<file path="src/hdl/patf_pkg.sv">
// Shared types and constants for the phase-angle thyristor firing core.
// No dependencies; every other file imports this package.
`default_nettype none

package patf_pkg;

  localparam int CHANNELS = 2;
  localparam int CHAN_PAD = 8;

  localparam logic [6:0] PCT_FULL   = 7'd100;
  localparam logic [8:0] OFF_MARGIN = 9'd10;

  localparam logic [6:0] DUTY_MAX_RST = 7'd95;
  localparam logic [6:0] DUTY_MIN_RST = 7'd5;
  localparam logic [7:0] PERIOD_RST   = 8'd100;

  // item modes (code 3 is unused and ignored)
  localparam logic [1:0] MODE_TICK = 2'd0;
  localparam logic [1:0] MODE_ZERO = 2'd1;
  localparam logic [1:0] MODE_DUTY = 2'd2;

  // configuration register indexes
  localparam logic [1:0] REG_DUTY_MAX = 2'd0;
  localparam logic [1:0] REG_DUTY_MIN = 2'd1;
  localparam logic [1:0] REG_PERIOD   = 2'd2;

  typedef struct packed {
    logic [1:0] mode;
    logic       channel;
    logic [7:0] duty_value;
  } in_t;

  typedef struct packed {
    logic gate_ch0;
    logic gate_ch1;
    logic timing_active;
  } out_t;

  typedef struct packed {
    logic [6:0] duty_max;
    logic [6:0] duty_min;
    logic [7:0] period_ticks;
  } cfg_t;

endpackage

`default_nettype wire

</file>
<file path="src/hdl/patf_engine.sv">
// Firing state and per-item update: duty store, compare points, tick timer, gates.
// Depends on patf_pkg.
`default_nettype none

module patf_engine (
  input  wire logic          clk,
  input  wire logic          rst,
  input  wire logic          accept,
  input  wire patf_pkg::in_t  item,
  input  wire patf_pkg::cfg_t cfg,
  output patf_pkg::out_t      result
);
  import patf_pkg::*;

  logic [6:0]          duty_store      [CHANNELS];
  logic [6:0]          duty_store_next [CHANNELS];
  logic [8:0]          compare_point      [CHANNELS];
  logic [8:0]          compare_point_next [CHANNELS];
  logic [7:0]          tick_count, tick_count_next;
  logic                timer_running, timer_running_next;
  logic [CHANNELS-1:0] gate_level, gate_level_next;
  logic [7:0]          duty_clamped;
  logic [CHAN_PAD-1:0] gate_pad;

  always_comb begin
    if (item.duty_value > {1'b0, cfg.duty_max}) begin
      duty_clamped = {1'b0, cfg.duty_max};
    end else if (item.duty_value < {1'b0, cfg.duty_min}) begin
      duty_clamped = 8'd0;
    end else begin
      duty_clamped = item.duty_value;
    end
  end

  always_comb begin
    duty_store_next    = duty_store;
    compare_point_next = compare_point;
    tick_count_next    = tick_count;
    timer_running_next = timer_running;
    gate_level_next    = gate_level;
    case (item.mode)
      MODE_DUTY: begin
        for (int c = 0; c < CHANNELS; c++) begin
          if (int'(item.channel) == c) begin
            duty_store_next[c] = duty_clamped[6:0];
          end
        end
      end
      MODE_ZERO: begin
        tick_count_next    = 8'd0;
        timer_running_next = 1'b1;
        for (int c = 0; c < CHANNELS; c++) begin
          gate_level_next[c] = 1'b0;
          if (duty_store[c] >= cfg.duty_min) begin
            if (duty_store[c] >= PCT_FULL) begin
              compare_point_next[c] = 9'd0;
              gate_level_next[c]    = 1'b1;   // fire at the crossing itself
            end else begin
              compare_point_next[c] = {2'b00, PCT_FULL - duty_store[c]};
            end
          end else begin
            compare_point_next[c] = {1'b0, cfg.period_ticks} + OFF_MARGIN;
          end
        end
      end
      MODE_TICK: begin
        if (timer_running) begin
          tick_count_next = tick_count + 8'd1;
          for (int c = 0; c < CHANNELS; c++) begin
            if (compare_point[c] == {1'b0, tick_count_next} &&
                duty_store[c] >= cfg.duty_min) begin
              gate_level_next[c] = 1'b1;
            end
          end
          // drop both gates and stop at end of half-cycle
          if (tick_count_next >= cfg.period_ticks) begin
            gate_level_next    = '0;
            timer_running_next = 1'b0;
          end
        end
      end
      default: begin
      end
    endcase
  end

  always_ff @(posedge clk) begin
    if (rst) begin
      for (int c = 0; c < CHANNELS; c++) begin
        duty_store[c]    <= 7'd0;
        compare_point[c] <= 9'd0;
      end
      tick_count    <= 8'd0;
      timer_running <= 1'b0;
      gate_level    <= '0;
    end else if (accept) begin
      duty_store    <= duty_store_next;
      compare_point <= compare_point_next;
      tick_count    <= tick_count_next;
      timer_running <= timer_running_next;
      gate_level    <= gate_level_next;
    end
  end

  assign gate_pad             = CHAN_PAD'(gate_level_next);
  assign result.gate_ch0      = gate_pad[0];
  assign result.gate_ch1      = gate_pad[1];
  assign result.timing_active = timer_running_next;

endmodule

`default_nettype wire

</file>
<file path="src/hdl/phase_angle_thyristor_firing_core.sv">
// Result valid in the cycle after input transfer; one item per cycle while out_ready is
// high, set by the single result register (input ready while empty or being drained).
// Reset (rst, synchronous): gates low, timer stopped, duties and compare points zero,
// result register empty, registers back to duty_max 95, duty_min 5, period_ticks 100.
// Depends on patf_pkg and patf_engine.
`default_nettype none

module phase_angle_thyristor_firing_core (
  input  wire logic           clk,
  input  wire logic           rst,
  input  wire logic           in_valid,
  output logic                in_ready,
  input  wire patf_pkg::in_t  in_item,
  output logic                out_valid,
  input  wire logic           out_ready,
  output patf_pkg::out_t      out_item,
  input  wire logic           cfg_we,
  input  wire logic [1:0]     cfg_index,
  input  wire logic [7:0]     cfg_data
);
  import patf_pkg::*;

  cfg_t cfg;
  out_t result;
  logic accept;

  assign in_ready = !out_valid || out_ready;
  assign accept   = in_valid && in_ready;

  always_ff @(posedge clk) begin
    if (rst) begin
      cfg.duty_max     <= DUTY_MAX_RST;
      cfg.duty_min     <= DUTY_MIN_RST;
      cfg.period_ticks <= PERIOD_RST;
    end else if (cfg_we) begin
      unique case (cfg_index)
        REG_DUTY_MAX: cfg.duty_max     <= cfg_data[6:0];
        REG_DUTY_MIN: cfg.duty_min     <= cfg_data[6:0];
        REG_PERIOD:   cfg.period_ticks <= cfg_data;
        default: begin
        end
      endcase
    end
  end

  patf_engine u_engine (
    .clk    (clk),
    .rst    (rst),
    .accept (accept),
    .item   (in_item),
    .cfg    (cfg),
    .result (result)
  );

  // result register: load on input transfer, clear valid on output transfer
  always_ff @(posedge clk) begin
    if (rst) begin
      out_valid <= 1'b0;
    end else if (accept) begin
      out_valid <= 1'b1;
    end else if (out_ready) begin
      out_valid <= 1'b0;
    end
  end

  always_ff @(posedge clk) begin
    if (accept) begin
      out_item <= result;
    end
  end

endmodule

`default_nettype wire

</file>
<file path="config.mk">
export PLATFORM = sky130hd
export DESIGN_NAME = phase_angle_thyristor_firing_core
export DESIGN_NICKNAME = d
export VERILOG_FILES = /design/src/hdl/patf_pkg.sv /design/src/hdl/patf_engine.sv /design/src/hdl/phase_angle_thyristor_firing_core.sv
export SDC_FILE = /design/constraint.sdc
export NUM_CORES = 1
export LEC_CHECK = 0
export BUFFER_PORTS_ARGS = -buffer_cell sky130_fd_sc_hd__buf_2
export CORE_UTILIZATION = 50
export DETAILED_ROUTE_END_ITERATION = 7
export PLACE_DENSITY_LB_ADDON = 0.1
export SYNTH_ARGS = -nofsm -noshare
export SYNTH_HDL_FRONTEND = slang
export SYNTH_SLANG_ARGS = --single-unit
</file>
<file path="constraint.sdc">
create_clock -name clk -period 6.05 [get_ports clk]
set_input_delay 1.21 -clock clk [delete_from_list [all_inputs] [get_ports clk]]
set_output_delay 1.21 -clock clk [all_outputs]
set_load 0.01 [all_outputs]
</file>
==> impl_metrics.env <==
export IMPL_drc=0
export IMPL_ys_flop_type="dfxtp_1"
export IMPL_synth_fp_nets=590
export IMPL_cts_resized=0
export IMPL_core_area_um2=8260
export IMPL_status="finished clean"
export IMPL_yosysUniqueCellTypes=47
export IMPL_arrival_ns=3.38
export IMPL_ir_worst_vdd_v=0.000140
export IMPL_gp_congestion=0.876
export IMPL_num_io_pins=31
export IMPL_avgSynthCellArea_um2=8.15
export IMPL_skew_ns=0.00766
export IMPL_final_setup_viol_count=0
export IMPL_numCtsBuffers=9
export IMPL_fin_nets=614
export IMPL_drt_initial_drc_count=208
export IMPL_whs_ns=0.478
export IMPL_die_area_um2=8930
export IMPL_async_reset_ff_share_pct=0
export IMPL_worstSkewPairLatency_ns=0.35
export IMPL_cts_root_buffer="clkbuf_8"
export IMPL_h_tree_depth=3
export IMPL_crit_required_ns=6.31
export IMPL_gr_total_overflow=0
export IMPL_cts_tree="yes"
export IMPL_start_util_pct=51.8
export IMPL_crit_type="flip-flop to flip-flop"
export IMPL_grt_usage_pct=26.3
export IMPL_die_x_um=94.5
export IMPL_drive_gt1_share_pct=9.22
export IMPL_wl_per_cell_um=16.4
export IMPL_fmax_ghz=0.320
export IMPL_num_vias=3864
export IMPL_powerDensity_nw_per_um2=217
export IMPL_ys_seq_area_share_pct=33.0
export IMPL_port_buffers=30
export IMPL_dpl_hpwl_um=8190
export IMPL_end_kind="flip-flop"
export IMPL_grt_pass1_vias=3481
export IMPL_stdcell_count=658
export IMPL_clock_sinks=69
export IMPL_p_leak_nw=2.04
export IMPL_crit_path_max_fanout=9
export IMPL_period_needed_ns=3.13
export IMPL_tightestPinTransition_ns=1.02
export IMPL_hold_path_class="flip-flop to flip-flop"
export IMPL_ys_ff_latch=69
export IMPL_cts_buffer_depth=2
export IMPL_core_rowCount=33
export IMPL_final_period_utilization_pct=51.7
export IMPL_via_per_inst=5.87
export IMPL_fill_cells=836
export IMPL_fin_total_pwr_mw=1.02
export IMPL_post_cts_buffers=0
export IMPL_synth_edff_count=3
export IMPL_max_slew_margin_rel_pct=32.1
export IMPL_drt_pass1_iterations=4
export IMPL_ys_warn_count=0
export IMPL_areaGrowthSynthToFinish_pct=9.70
export IMPL_final_antenna_net_count=0
export IMPL_grt_first_pass_wirelength_um=17700
export IMPL_rsz0062_at_grt="no"
export IMPL_antenna_found_initial=0
export IMPL_antennaDiodeCount=0
export IMPL_finalMaxSlewViolations=0
export IMPL_clk_pin_slew_ns=0.07
export IMPL_finalSetupTns_ns=0
export IMPL_cts_hold_buf=0
export IMPL_routed_wl_um=10800
export IMPL_place_inst=643
export IMPL_postSynthCellCount=525
export IMPL_grt_max_degree=57
export IMPL_cp_start_kind="flip-flop"
export IMPL_syn_cell_area_um2=4280
export IMPL_die_y_um=94.5
export IMPL_drv_cap=0
export IMPL_final_hold_viol_count=0
## critical path, stage by stage (launching register included)
cell	delay [ns]
dfxtp_1	0.51
ha_1	0.31
nand3_1	0.17
nor2_1	0.22
xnor2_1	0.23
inv_1	0.08
ha_1	0.29
nand3_1	0.07
nand4b_1	0.09
a211oi_1	0.43
nor2b_1	0.13
o21bai_1	0.17
a2bb2oi_1	0.10
a311oi_1	0.24
## kinds of logic after synthesis
kind of cell               Yosys count  synth area share, %
adders and majority gates           39                 11.4
AOI/OAI and AO/OA                  121                 19.1
buffers and inverters               57                 5.20
muxes                               16                 3.74
DFF                                 69                 33.0
xor gates and xnor gates            28                 5.73
and+or+nand+nor                    195                 21.9
## cell usage after synthesis (2+ instances only)
cell / number / share of area, %
a2111oi_0: 2 / 0.41
a211o_1: 9 / 1.8
a211oi_1: 10 / 1.8
a21o_1: 6 / 1.1
a21oi_1: 29 / 3.4
a22oi_1: 4 / 0.70
a31oi_1: 4 / 0.58
a41oi_1: 2 / 0.41
and3_1: 3 / 0.44
and3_4: 2 / 0.53
buf_4: 2 / 0.35
clkbuf_1: 16 / 1.4
dfxtp_1: 66 / 31
edfxtp_1: 3 / 2.1
ha_1: 39 / 11
inv_1: 38 / 3.3
mux2i_1: 16 / 3.7
nand2_1: 49 / 4.3
nand2b_1: 9 / 1.3
nand3_1: 12 / 1.4
nand3b_1: 9 / 1.6
nand4_1: 3 / 0.44
nand4b_1: 4 / 0.82
nor2_1: 64 / 5.6
nor2b_1: 6 / 0.88
nor3_1: 23 / 2.7
nor3b_1: 7 / 1.2
o21a_1: 4 / 0.70
o21ai_0: 24 / 2.8
o21ai_1: 3 / 0.35
o221ai_1: 14 / 2.9
o32a_1: 2 / 0.47
xnor2_1: 21 / 4.3
xor2_1: 7 / 1.4
## where the power goes
part,internal [mW],switching (mW),leakage (nW),total (mW)
combinational,0.0580,0.0877,1.37,0.146
clock,0.209,0.174,0.101,0.383
sequential,0.475,0.0157,0.567,0.490
total,0.742,0.278,2.04,1.02
## path summary, 6_finish.rpt
check                                                          endpoint  slack, ns  cells past startpoint                               startpoint
worst min register to register  u_engine.compare_point[14]$_SDFFE_PP0P_       0.48                      2  u_engine.compare_point[14]$_SDFFE_PP0P_
worst max register to register      u_engine.gate_level[0]$_SDFFE_PP0P_       2.92                     13      u_engine.tick_count[0]$_SDFFE_PP0P_
worst min-delay path            u_engine.compare_point[14]$_SDFFE_PP0P_       0.48                      2  u_engine.compare_point[14]$_SDFFE_PP0P_
worst max-delay path                u_engine.gate_level[0]$_SDFFE_PP0P_       2.92                     13      u_engine.tick_count[0]$_SDFFE_PP0P_
## cell usage in the layout, fill, tap and decap left out, types with 14 or more instances in the layout
cell / count
dfxtp_1: 66
nor2_1: 64
buf_2: 30
mux2i_1: 16
nand2_1: 49
xnor2_1: 21
nor3_1: 23
ha_1: 39
o21ai_0: 24
a21oi_1: 29
o221ai_1: 14
inv_1: 38
## layer usage
metal	wire length [µm]	part of all wire [%]	global-route usage (%)	up-vias
li1	-	-	-	1916
met1	5500	51	39.6	1822
met2	4520	42	38.3	110
met3	602	5.6	3.95	16
met4	171	1.6	7.95	0
met5	0	0	0	-
## through the flow
| step | util (%) | cell area, µm² | worst slack, ns |
|---|---|---|---|
| finish | 56.9 | 4700 | 2.92 |
| global route | 56.9 | 4700 | 2.54 |
| CTS | 56.9 | 4700 | 2.92 |
| detailed placement | 54.5 | 4500 | 2.91 |
| global placement | 54.5 | 4500 | 3.04 |
| floorplan | - | 4280 | 3.31 |
## state kept, by name (all words and copies together), names as in the netlist
name and count:
u_engine.gate_level 2, cfg 22, u_engine.tick_count 8, u_engine.timer_running 1
out_valid 1, out_item 3, u_engine.duty_store 14, u_engine.compare_point 18
## layout make-up
type / instances / area (µm²) / share of cell area [%]
Multi-Input combinational cell: 399 / 2650 / 56.4
Sequential cell: 69 / 1410 / 30.1
Timing Repair Buffer: 32 / 165 / 3.52
Clock buffer: 11 / 151 / 3.22
Inverter: 38 / 143 / 3.04
Tap cell: 105 / 131 / 2.80
Clock inverter: 4 / 47.5 / 1.01
Note: power is estimated with default switching activity, not from simulation.
